**src/rafa_pkg.sv**
```systemverilog
// ----------------------------------------------------------------------------
// rafa_pkg
// shared types and constants of the first-fit rectangle atlas allocator
// ----------------------------------------------------------------------------
package rafa_pkg;

	localparam int MAX_ENTRIES = 64;
	localparam int COORD_BITS  = 13;
	localparam int IDX_BITS    = $clog2(MAX_ENTRIES);
	localparam int CNT_BITS    = $clog2(MAX_ENTRIES + 1);
	localparam int DIM_BITS    = 14;
	localparam int TAG_BITS    = 16;
	// wide enough for a sum of two clamped coordinates
	localparam int SUM_BITS    = COORD_BITS + 2;

	localparam logic [1:0] OP_PLACE  = 2'd0;
	localparam logic [1:0] OP_REMOVE = 2'd1;
	localparam logic [1:0] OP_CLEAR  = 2'd2;

	localparam logic [2:0] ST_PLACED   = 3'd0;
	localparam logic [2:0] ST_NOROOM   = 3'd1;
	localparam logic [2:0] ST_FULL     = 3'd2;
	localparam logic [2:0] ST_REMOVED  = 3'd3;
	localparam logic [2:0] ST_NOTFOUND = 3'd4;

	localparam logic [0:0] REG_ATLAS_W = 1'd0;
	localparam logic [0:0] REG_ATLAS_H = 1'd1;

	typedef enum logic [3:0] {
		S_IDLE,
		S_ROW,      // start of a row: check y + h fits
		S_CAND,     // start of a candidate: check x + w fits
		S_RD,       // memory read of entry idx in flight
		S_TEST,     // overlap test of entry idx
		S_RM_RD,    // compaction read
		S_RM_WR,    // compaction write
		S_DONE
	} state_t;

endpackage

```
**src/rafa_table.sv**
```systemverilog
// ----------------------------------------------------------------------------
// rafa_table
// entry table memory: one write port, one registered read port
// ----------------------------------------------------------------------------
module rafa_table (
	input  logic                      clk,
	input  logic                      we,
	input  logic [rafa_pkg::IDX_BITS-1:0]   waddr,
	input  logic [rafa_pkg::COORD_BITS-1:0] wleft,
	input  logic [rafa_pkg::COORD_BITS-1:0] wtop,
	input  logic [rafa_pkg::DIM_BITS-1:0]   wwidth,
	input  logic [rafa_pkg::DIM_BITS-1:0]   wheight,
	input  logic [rafa_pkg::TAG_BITS-1:0]   wtag,
	input  logic [rafa_pkg::IDX_BITS-1:0]   raddr,
	output logic [rafa_pkg::COORD_BITS-1:0] rleft,
	output logic [rafa_pkg::COORD_BITS-1:0] rtop,
	output logic [rafa_pkg::DIM_BITS-1:0]   rwidth,
	output logic [rafa_pkg::DIM_BITS-1:0]   rheight,
	output logic [rafa_pkg::TAG_BITS-1:0]   rtag
);
	import rafa_pkg::*;

	localparam int WBITS = 2 * COORD_BITS + 2 * DIM_BITS + TAG_BITS;

	logic [WBITS-1:0] mem [MAX_ENTRIES];
	logic [WBITS-1:0] rd_q;

	always_ff @(posedge clk) begin
		if (we) begin
			mem[waddr] <= {wleft, wtop, wwidth, wheight, wtag};
		end
		rd_q <= mem[raddr];
	end

	assign {rleft, rtop, rwidth, rheight, rtag} = rd_q;

endmodule

```
**src/rect_atlas_first_fit_allocator.sv**
```systemverilog
// ----------------------------------------------------------------------------
// rect_atlas_first_fit_allocator
// first-fit rectangle placement in a 2D atlas with an ordered entry table
// ----------------------------------------------------------------------------
// One word is worked on at a time; stall on the input is high from acceptance
// until the result has been taken. A place request walks candidate spots and,
// for each, reads the table entry by entry (S_RD, then S_TEST) through a single
// registered memory port and one shared overlap comparator; each candidate
// opens with S_CAND and each row with S_ROW. A clear and an unused opcode
// present their result in the cycle after acceptance, a table-full answer after
// S_ROW. A remove sweeps the table once, with S_RM_RD and S_RM_WR per entry.
// The table needs no clearing after reset.
module rect_atlas_first_fit_allocator (
	input  logic        clk,
	input  logic        arst_n,
	input  logic        psel,
	input  logic        penable,
	input  logic        pwrite,
	input  logic [2:0]  paddr,
	input  logic [31:0] pwdata,
	output logic [31:0] prdata,
	output logic        pready,
	input  logic        in_valid,
	output logic        in_stall,
	input  logic [1:0]  opcode,
	input  logic [13:0] rect_width,
	input  logic [13:0] rect_height,
	input  logic [15:0] entry_tag,
	output logic        out_valid,
	input  logic        out_stall,
	output logic [2:0]  status,
	output logic [12:0] pos_x,
	output logic [12:0] pos_y,
	output logic [6:0]  occupancy
);
	import rafa_pkg::*;

	localparam logic [SUM_BITS-1:0] DIM_LIM = SUM_BITS'(1) << COORD_BITS;

	state_t state_q, state_d;

	logic [DIM_BITS-1:0] aw_q, ah_q;
	logic [DIM_BITS-1:0] w_q, h_q;
	logic [TAG_BITS-1:0] tag_q;
	logic [SUM_BITS-1:0] x_q, y_q, ny_q;
	logic [IDX_BITS-1:0] idx_q;
	logic [CNT_BITS-1:0] wr_q;
	logic [CNT_BITS-1:0] cnt_q, rd_cnt_q;
	logic [2:0]          st_q;
	logic [COORD_BITS-1:0] rx_q, ry_q;

	logic                  mem_we;
	logic [IDX_BITS-1:0]   mem_waddr;
	logic [COORD_BITS-1:0] mem_wleft, mem_wtop;
	logic [DIM_BITS-1:0]   mem_wwidth, mem_wheight;
	logic [TAG_BITS-1:0]   mem_wtag;
	logic [COORD_BITS-1:0] e_left, e_top;
	logic [DIM_BITS-1:0]   e_width, e_height;
	logic [TAG_BITS-1:0]   e_tag;

	logic [SUM_BITS-1:0] aw_c, ah_c, w_e, h_e, e_right, e_bottom;
	logic                overlap, row_fits, col_fits, last_ent;

	rafa_table u_table (
		.clk    (clk),
		.we     (mem_we),
		.waddr  (mem_waddr),
		.wleft  (mem_wleft),
		.wtop   (mem_wtop),
		.wwidth (mem_wwidth),
		.wheight(mem_wheight),
		.wtag   (mem_wtag),
		.raddr  (idx_q),
		.rleft  (e_left),
		.rtop   (e_top),
		.rwidth (e_width),
		.rheight(e_height),
		.rtag   (e_tag)
	);

	// config port
	assign pready = 1'b1;
	always_comb begin
		prdata = '0;
		case (paddr[2])
			REG_ATLAS_W: prdata[DIM_BITS-1:0] = aw_q;
			REG_ATLAS_H: prdata[DIM_BITS-1:0] = ah_q;
			default:     prdata = '0;
		endcase
	end

	always_ff @(posedge clk or negedge arst_n) begin
		if (!arst_n) begin
			aw_q <= DIM_BITS'(512);
			ah_q <= DIM_BITS'(512);
		end else if (psel && penable && pwrite && paddr[1:0] == 2'b00) begin
			if (paddr[2] == REG_ATLAS_W) aw_q <= pwdata[DIM_BITS-1:0];
			else                         ah_q <= pwdata[DIM_BITS-1:0];
		end
	end

	// shared comparator datapath
	always_comb begin
		aw_c = (SUM_BITS'(aw_q) > DIM_LIM) ? DIM_LIM : SUM_BITS'(aw_q);
		ah_c = (SUM_BITS'(ah_q) > DIM_LIM) ? DIM_LIM : SUM_BITS'(ah_q);
		w_e  = SUM_BITS'(w_q);
		h_e  = SUM_BITS'(h_q);
		e_right  = SUM_BITS'(e_left) + SUM_BITS'(e_width);
		e_bottom = SUM_BITS'(e_top) + SUM_BITS'(e_height);
		overlap  = (SUM_BITS'(e_left) < x_q + w_e) && (x_q < e_right) &&
		           (SUM_BITS'(e_top) < y_q + h_e) && (y_q < e_bottom);
		row_fits = (y_q + h_e <= ah_c);
		col_fits = (x_q + w_e <= aw_c);
		last_ent = (CNT_BITS'(idx_q) + CNT_BITS'(1) >= cnt_q);
	end

	assign in_stall  = (state_q != S_IDLE);
	assign out_valid = (state_q == S_DONE);

	always_comb begin
		state_d = state_q;
		case (state_q)
			S_IDLE: if (in_valid) state_d = (opcode == OP_PLACE) ? S_ROW :
			                                (opcode == OP_REMOVE) ? S_RM_RD : S_DONE;
			S_ROW:   state_d = S_CAND;
			S_CAND:  state_d = S_RD;
			S_RD:    state_d = S_TEST;
			S_TEST:  state_d = S_RD;
			S_RM_RD: state_d = S_RM_WR;
			S_RM_WR: state_d = S_RM_RD;
			S_DONE:  if (!out_stall) state_d = S_IDLE;
			default: state_d = S_IDLE;
		endcase
		// terminations that depend on data
		case (state_q)
			S_ROW: begin
				if (cnt_q == CNT_BITS'(MAX_ENTRIES) || w_q == '0 || h_q == '0 || !row_fits)
					state_d = S_DONE;
			end
			S_CAND: begin
				if (!col_fits) state_d = (ny_q <= y_q) ? S_DONE : S_ROW;
				else if (cnt_q == '0) state_d = S_DONE;
			end
			S_TEST: begin
				if (overlap) state_d = (e_right <= x_q) ? S_DONE : S_CAND;
				else if (last_ent) state_d = S_DONE;
			end
			S_RM_RD: if (rd_cnt_q >= cnt_q) state_d = S_DONE;
			default: ;
		endcase
	end

	always_comb begin
		mem_we      = 1'b0;
		mem_waddr   = wr_q[IDX_BITS-1:0];
		mem_wleft   = e_left;
		mem_wtop    = e_top;
		mem_wwidth  = e_width;
		mem_wheight = e_height;
		mem_wtag    = e_tag;
		if (state_q == S_RM_WR && e_tag != tag_q) begin
			mem_we = 1'b1;
		end else if ((state_q == S_CAND && col_fits && cnt_q == '0) ||
		             (state_q == S_TEST && !overlap && last_ent)) begin
			mem_we      = 1'b1;
			mem_waddr   = cnt_q[IDX_BITS-1:0];
			mem_wleft   = x_q[COORD_BITS-1:0];
			mem_wtop    = y_q[COORD_BITS-1:0];
			mem_wwidth  = w_q;
			mem_wheight = h_q;
			mem_wtag    = tag_q;
		end
	end

	always_ff @(posedge clk or negedge arst_n) begin
		if (!arst_n) begin
			state_q  <= S_IDLE;
			cnt_q    <= '0;
			rd_cnt_q <= '0;
			idx_q    <= '0;
			wr_q     <= '0;
			st_q     <= ST_NOTFOUND;
			w_q      <= '0;
			h_q      <= '0;
			tag_q    <= '0;
			x_q      <= '0;
			y_q      <= '0;
			ny_q     <= '0;
			rx_q     <= '0;
			ry_q     <= '0;
		end else begin
			state_q <= state_d;
			case (state_q)
				S_IDLE: if (in_valid) begin
					w_q   <= rect_width;
					h_q   <= rect_height;
					tag_q <= entry_tag;
					x_q   <= '0;
					y_q   <= '0;
					rx_q  <= '0;
					ry_q  <= '0;
					idx_q <= '0;
					wr_q  <= '0;
					rd_cnt_q <= '0;
					if (opcode == OP_CLEAR) begin
						cnt_q <= '0;
						st_q  <= ST_REMOVED;
					end else begin
						st_q  <= (opcode == OP_PLACE) ? ST_NOROOM : ST_NOTFOUND;
					end
				end
				S_ROW: begin
					x_q  <= '0;
					ny_q <= ah_c;
					if (cnt_q == CNT_BITS'(MAX_ENTRIES)) st_q <= ST_FULL;
				end
				S_CAND: begin
					idx_q <= '0;
					if (!col_fits) y_q <= ny_q;
					else if (cnt_q == '0) begin
						st_q  <= ST_PLACED;
						rx_q  <= x_q[COORD_BITS-1:0];
						ry_q  <= y_q[COORD_BITS-1:0];
						cnt_q <= cnt_q + CNT_BITS'(1);
					end
				end
				S_TEST: begin
					if (overlap) begin
						x_q <= e_right;
						if (e_bottom < ny_q) ny_q <= e_bottom;
					end else if (last_ent) begin
						st_q  <= ST_PLACED;
						rx_q  <= x_q[COORD_BITS-1:0];
						ry_q  <= y_q[COORD_BITS-1:0];
						cnt_q <= cnt_q + CNT_BITS'(1);
					end else begin
						idx_q <= idx_q + IDX_BITS'(1);
					end
				end
				// sweep done: the kept entries are packed below wr_q
				S_RM_RD: if (rd_cnt_q >= cnt_q) cnt_q <= wr_q;
				S_RM_WR: begin
					rd_cnt_q <= rd_cnt_q + CNT_BITS'(1);
					idx_q    <= idx_q + IDX_BITS'(1);
					if (e_tag != tag_q) wr_q <= wr_q + CNT_BITS'(1);
					else                st_q <= ST_REMOVED;
				end
				default: ;
			endcase
		end
	end

	assign status    = st_q;
	assign pos_x     = (st_q == ST_PLACED) ? rx_q : '0;
	assign pos_y     = (st_q == ST_PLACED) ? ry_q : '0;
	assign occupancy = cnt_q;

endmodule

```
**config.mk**
```make
export PLATFORM = sky130hd
export DESIGN_NAME = rect_atlas_first_fit_allocator
export DESIGN_NICKNAME = d
export VERILOG_FILES = /design/src/rafa_pkg.sv /design/src/rafa_table.sv /design/src/rect_atlas_first_fit_allocator.sv
export SDC_FILE = /design/constraint.sdc
export NUM_CORES = 2
export LEC_CHECK = 0
export BUFFER_PORTS_ARGS = -buffer_cell sky130_fd_sc_hd__buf_2
export CAP_MARGIN = 20
export CORE_AREA = 2 2 792 794
export CTS_CLUSTER_SIZE = 8
export DETAILED_ROUTE_END_ITERATION = 16
export DIE_AREA = 0 0 794 796
export MAX_ROUTING_LAYER = met4
export REMOVE_ABC_BUFFERS = 1
export SLEW_MARGIN = 10
export SYNTH_ARGS = -nofsm -noshare
export SYNTH_HDL_FRONTEND = slang
export SYNTH_MEMORY_MAX_BITS = 65536
export SYNTH_SLANG_ARGS = --single-unit
```
**constraint.sdc**
```tcl
create_clock -name clk -period 10.2 [get_ports clk]
set_clock_uncertainty 0.05 [all_clocks]
set_input_delay 3.06 -clock clk [delete_from_list [all_inputs] [get_ports clk]]
set_output_delay 3.06 -clock clk [all_outputs]
set_load 0.02 [all_outputs]
```
# After elaboration in Yosys (flattened, before gate mapping)
# Memory sizes are Yosys's and may differ from the RTL's. A register that Yosys moved wholly into a read port is not among the register bits.
# Cells that the tools add are included.
# Widths: inputs -> output; s select.
dict set report totals {
  regBits 177
  ram_bits 4480
  in_bits 88
  mem_count 1
}
# memory depth word_bits read_ports rd_ports_with_merged_regs wr line_no
set mem_list {}
lappend mem_list {u_table.mem 64 70 1 1 1 rafa_table.sv:25} ;# logic [WBITS-1:0] mem [MAX_ENTRIES];
dict set report op_classes {
  addsub 9
  magnitude_cmp 13
  eq_ne 25
  muxes 80
  n_bitwise 1
  n_reduce_logical 46
}
# op n
set op_table {}
lappend op_table {{$mux 13} 15}
lappend op_table {{$mux 14} 6}
lappend op_table {{$pmux 13 s3} 2}
lappend op_table {{$mux 15} 5}
lappend op_table {{$mux 7} 9}
lappend op_table {{$pmux 15 s2} 2}
lappend op_table {{$lt 15x15->1} 3}
lappend op_table {{$pmux 15 s3} 1}
lappend op_table {{$mux 3} 12}
lappend op_table {{$mux 16} 2}
lappend op_table {{$mux 4} 8}
lappend op_table {{$add 13x14->15} 2}
lappend op_table {{$add 15x14->15} 2}
lappend op_table {{$le 15x14->1} 2}
lappend op_table {{$le 15x15->1} 2}
lappend op_table {{$lt 13x15->1} 2}
lappend op_table {{$mux 6} 5}
lappend op_table {{$gt 14x14->1 const B} 2}
lappend op_table {{$logic_not 14->1} 2}
lappend op_table {{$pmux 14 s2} 1}
lappend op_table {{$pmux 4 s7} 1}
lappend op_table {{$pmux 7 s2} 2}
lappend op_table {{$pmux 7 s4} 1}
lappend op_table {{$pmux 6 s4} 1}
lappend op_table {{other kinds (35)} 84}

# Depth between registers and ports, before layout
dict set report depth {
  word_depth 13
  depth_mapped 28
  mapped_depth_nobuf 24
}

# By module
# Synthesis repeated with hierarchy kept, for this count alone.
dict set report unflattened {
  cells_unflattened 9037
  area_unflattened_um2 185908.3
}
# mod instances cells_each area_each_um2 seq_area_each_um2
set by_module_without_submodules {}
lappend by_module_without_submodules {rafa_table 1 7411 171473.2 135930.4}
lappend by_module_without_submodules {rect_atlas_first_fit_allocator 1 1626 14435.1 4433.0}

# Worst setup path before layout
# Ideal clock, no wire load.
dict set report synth_timing {
  kind {register to register}
  from {register u_table.rd_q[45], read port of u_table.mem}
  to {memory u_table.mem[48][0] (netlist bit), enable pin}
  setup_time_ns 0.521
  arrival_time_ns 7.522
  slack_ns 2.107
  stages_incl_launch_ff 23
  path_buffers 1
  period_less_slack_ns 8.093
  path_cell_list {dfxtp_1 ha_1 a211o_1 o211ai_1 nand2_1 and3_1 a211o_1 o41ai_1 o21bai_1 a21oi_1 xor2_1 ha_1 and4_1 o21ai_0 a21oi_1 nor4_1 o31ai_1 a21oi_1 o211a_2 o21ai_2 buf_2 or3_1 a21oi_1}
}
dict set report synth_between {
  elab_chain_len 11
}
# element line_no
set synth_lines {}
lappend synth_lines {{start, declared} rafa_table.sv:26} ;# logic [WBITS-1:0] rd_q;
lappend synth_lines {{$add 13x14->15 or $lt 13x15->1 (tied branches)} {rect_atlas_first_fit_allocator.sv:109, rect_atlas_first_fit_allocator.sv:111}}
lappend synth_lines {{$lt 15x15->1 or $logic_and 1x1->1 (tied branches)} {rect_atlas_first_fit_allocator.sv:111, rect_atlas_first_fit_allocator.sv:110}}
lappend synth_lines {{$logic_and 1x1->1 *} rect_atlas_first_fit_allocator.sv:111} ;# (SUM_BITS'(e_top) < y_q + h_e) && (y_q < e_bottom);
lappend synth_lines {{$logic_not 1->1 *} rect_atlas_first_fit_allocator.sv:164} ;# (state_q == S_TEST && !overlap && last_ent)) begin
lappend synth_lines {{$logic_and 1x1->1 * (2 in a row)} rect_atlas_first_fit_allocator.sv:164}
lappend synth_lines {{$logic_or 1x1->1 *} rect_atlas_first_fit_allocator.sv:163} ;# end else if ((state_q == S_CAND && col_fits && cnt_q == '0) ||
lappend synth_lines {{$mux 1} rect_atlas_first_fit_allocator.sv:163}
lappend synth_lines {{$mux 1} rect_atlas_first_fit_allocator.sv:161} ;# if (state_q == S_RM_WR && e_tag != tag_q) begin
lappend synth_lines {{$mux 1} rafa_table.sv:29} ;# if (we) begin
lappend synth_lines {{$mux 1 (not written as such)} rafa_table.sv:30} ;# mem[waddr] <= {wleft, wtop, wwidth, wheight, wtag};
lappend synth_lines {{end, declared} rafa_table.sv:25}
# Every way passes the cells marked *; elsewhere a longest branch is shown, timed or not.

# Final worst setup path
dict set report layout_timing {
  from {register u_table.rd_q[30], read port of u_table.mem}
  to {memory u_table.mem[55][7] (netlist bit), enable pin}
}
dict set report layout_between {
  elab_chain_len 13
}
# element line_no
set layout_lines {}
lappend layout_lines {{$add 13x14->15 *} rect_atlas_first_fit_allocator.sv:108} ;# e_right = SUM_BITS'(e_left) + SUM_BITS'(e_width);
lappend layout_lines {{$lt 15x15->1 *} rect_atlas_first_fit_allocator.sv:110} ;# overlap = (SUM_BITS'(e_left) < x_q + w_e) && (x_q < e_right) &&
lappend layout_lines {{$logic_and 1x1->1 * (2 in a row)} rect_atlas_first_fit_allocator.sv:110}
lappend layout_lines {{$logic_and 1x1->1 *} rect_atlas_first_fit_allocator.sv:111}
lappend layout_lines {{$logic_not 1->1 *} rect_atlas_first_fit_allocator.sv:164}
lappend layout_lines {{$logic_and 1x1->1 * (2 in a row)} rect_atlas_first_fit_allocator.sv:164}
lappend layout_lines {{$logic_or 1x1->1 *} rect_atlas_first_fit_allocator.sv:163}
lappend layout_lines {{$mux 1} rect_atlas_first_fit_allocator.sv:163}
lappend layout_lines {{$mux 1} rect_atlas_first_fit_allocator.sv:161}
lappend layout_lines {{$mux 1} rafa_table.sv:29}
lappend layout_lines {{$mux 1 (not written as such)} rafa_table.sv:30}
# Marked as above.

==> summary.md <==
| Metric | Value |
|---|---|
| Flop and latch count out of synthesis | `4727` |
| Hold_ws | `0.423 ns` |
| Detail Placement HPWL | `311000 um` |
| Netlist cell types | `79` |
| Logic gate share of total power | `17.5%` |
| Slew @ Worst Pin | `1.21 ns` |
| Peak supply drop | `0.000252 V` |
| Fill count | `57500` |
| Final Instance Count excl. Fillers | `18600` |
| Hold Path Class | `flop to flop` |
| Vias in the first global route | `97100` |
| Pre-CTS setup slack | `1.92 ns` |
| Avg Synthesized Cell Area | `20.3 um2` |
| CTS tree | `built` |
| Global route overflow | `0` |
| CTS buffer count | `662` |
| Pwr per Cell Area | `251 nW/um2` |
| Async S/R FF share, synth | `3.74%` |
| Detail Route Antenna Nets | `0` |
| Post-Route WL | `582000 um` |
| 1st-pass router iterations | `5` |
| Via-per-instance ratio | `5.36` |
| Cell area after synthesis | `186000 um2` |
| EDFF count, synth | `4480` |
| Core area | `623000 um2` |
| GPL Wtd Cong | `0.894` |
| RSZ-0062 raised after global routing | `no` |
| Area of placed instances | `199000 um2` |
| Area share of the largest cell type after synthesis | `72.2%` |
| Ratio of cells with drive above 1 in the final layout | `23.7%` |
| Fin area | `219000 um2` |
| Vias | `99700` |
| Commonest non-fill, non-tap cell in the layout | `edfxtp_1` |
| Postcts setup bufs | `0` |
| Initial Util | `29.9%` |
| Post-CTS Hold Fix Bufs | `0` |
| Leak | `67.8 nW` |
| Wirelength per Cell | `31.3 um` |
| Most frequent cells in the layout | `edfxtp_1 (4480), mux4_2 (1048), clkbuf_16 (672)` |
| Final Setup Violations | `0` |
| Clock Latency Late Sink | `1.10 ns` |
| Arr. time, crit path | `9.23 ns` |
| Nets | `10100` |
| CP max FO | `29` |
| CP Launch Type | `flop` |
| Register area share after synthesis | `75.3%` |
| Dominant cells by area after synthesis | `edfxtp_1 (72%), mux4_2 (13%), mux2i_1 (2.5%), dfrtp_1 (2.3%), ha_1 (1.2%)` |
| First-pass GRT wire length | `796000 um` |
| Die width | `794 um` |
| Synth area leader | `edfxtp_1` |
| Reg power frac | `45.8%` |
| Initial antenna violation count | `44` |
| Root Buffer | `clkbuf_16` |
| Final WS setup | `1.59 ns` |
| DR iter-0 viols | `13700` |
| Die Area | `632000 um2` |
| Setup TNS | `0 ns` |
| Fmax | `116 MHz` |
| Final Power | `55.0 mW` |
| Worst EP required | `10.82 ns` |
| Die Ht | `796 um` |
| Share of the core filled with cells | `35.2%` |
| Total GRT Usage | `18.3%` |
| Clock Path Buffers | `4` |
| Sink Count | `4727` |
| Port Buffer Count | `121` |
| Max cap viols | `0` |
| Syn-to-layout area delta | `17.5%` |
| Max Slew Vio Count | `0` |
| Mapped Cells | `9193` |
| H-tree levels | `6` |
| Sequential cell area | `140000 um2` |
| CP Capture Type | `flop` |
| NetSw | `15.2 mW` |
| Relative slew slack | `19.0%` |
| Largest net degree at the start of global routing | `125` |
| WS Path Type | `flop to flop` |
| Hold Vio Cnt, Final | `0` |
| Final period util | `84.4%` |
| Final min period | `8.61 ns` |
| Ys flop type | `edfxtp_1` |
| Multi-input gate area | `44200 um2` |
| Clock share of power | `36.7%` |
| YS warnings | `0` |
| Net Sw Frac | `27.7%` |
| CTS clk-pin slew, worst paths | `0.05 ns` |
| Internal power | `39.8 mW` |
| Placed cell count | `17400` |
| Status | `complete, no violations` |
| # DRC | `0` |
| I/O pin cnt | `159` |
| PostCTS Resize Cnt | `0` |
| Core Rows | `290` |
sequential cells by signal (all words and copies together), names as in the netlist:
| register | count |
|---|---|
| idx_q | 6 |
| h_q | 14 |
| wr_q | 7 |
| tag_q | 16 |
| rx_q | 13 |
| w_q | 14 |
| state_q | 4 |
| occupancy | 7 |
| y_q | 15 |
| aw_q | 14 |
| u_table.rd_q | 70 |
| x_q | 15 |
| status | 3 |
| rd_cnt_q | 7 |
| ry_q | 13 |
| u_table.mem | 4480 |
| ah_q | 14 |
| ny_q | 15 |
cells in the mapped netlist (70+ instances only):
| cell | count |
|---|---|
| a21oi_1 | 283 |
| buf_1 | 86 |
| buf_2 | 111 |
| clkbuf_1 | 275 |
| dfrtp_1 | 174 |
| dfxtp_1 | 70 |
| edfxtp_1 | 4480 |
| ha_1 | 182 |
| inv_1 | 123 |
| mux2_2 | 89 |
| mux2i_1 | 467 |
| mux4_2 | 1048 |
| nand2_1 | 410 |
| nor2_1 | 199 |
| nor3_1 | 73 |
| o21ai_0 | 154 |
| o221ai_1 | 220 |
| o22ai_1 | 122 |
kinds of logic (layout without fill, tap and decap cells):
logic type	Yosys count	in the layout	share of synthesized area, %
xor+xnor	68	68	0.319
other cells	2	96	0.00403
compound gates	1066	1066	3.80
fa+ha+maj	186	186	1.26
flops	4727	4727	75.3
buf+inv	627	1643	1.41
simple gates	904	904	2.15
mux	1613	1613	15.8
worst paths after layout:
| kind | from | to | slack [ns] | cells after the start |
|---|---|---|---|---|
| worst min register to register | rx_q[11] | rx_q[11] | 0.42 | 2 |
| worst max register to register | u_table.rd_q[30] | u_table.mem[55][7] | 1.59 | 24 |
| max in group asynchronous | arst_n | aw_q[1] | 6.76 | 2 |
| worst min-delay path | rx_q[11] | rx_q[11] | 0.42 | 2 |
| min in group asynchronous | arst_n | tag_q[4] | 1.95 | 1 |
| worst max-delay path | u_table.rd_q[30] | u_table.mem[55][7] | 1.59 | 24 |
critical path, cell delays in order, from the launching register on:
cell and delay, ns:
dfxtp_1 0.40, ha_1 0.20, inv_1 0.06, fa_1 0.40, nor2b_1 0.13, o21ai_0 0.13
a21boi_0 0.53, o211ai_1 0.15, a21boi_0 0.33, o31ai_1 0.12, a21oi_1 0.19, and2_1 0.19
nor2_1 0.06, ha_1 0.29, and4_1 0.22, nand3_1 0.21, nor3_1 0.51, nor4_1 0.10
o31ai_1 0.16, a21oi_1 0.12, o211a_2 0.27, o21ai_4 0.80, a31oi_1 0.57, nor2_4 1.00
buf_4 0.85
power by group through the flow:
stage	Combinational (mW)	Clock [mW]	Sequential (mW)
floorplan	7.73	0	24.1
global placement	9.13	0	25.6
detailed placement	9.27	0	25.6
CTS	9.30	20.4	25.2
global route	10.5	21.3	25.2
finish	9.64	20.2	25.2
per-layer routing:
layer / track usage [%] / wire length, um / vias to the layer above
met3: 3.86 / 54900 / 1010
met1: 23.6 / 229000 / 53800
li1: - / - / 39500
met4: 6.42 / 22400 / 0
met5: - / 0 / -
met2: 28.7 / 276000 / 5380
cell type report:
class                   instances  share of cell area (%)
flip-flops and latches       4727                    64.1
multi-input cells            3857                    20.2
clock buffers                1029                    8.29
well taps                    8322                    4.75
repair buffers                440                    2.04
clock inverters                49                   0.343
inverters                     125                   0.224
diodes                         76                  0.0868
No activity file was read; power rests on OpenSTA's default activity.
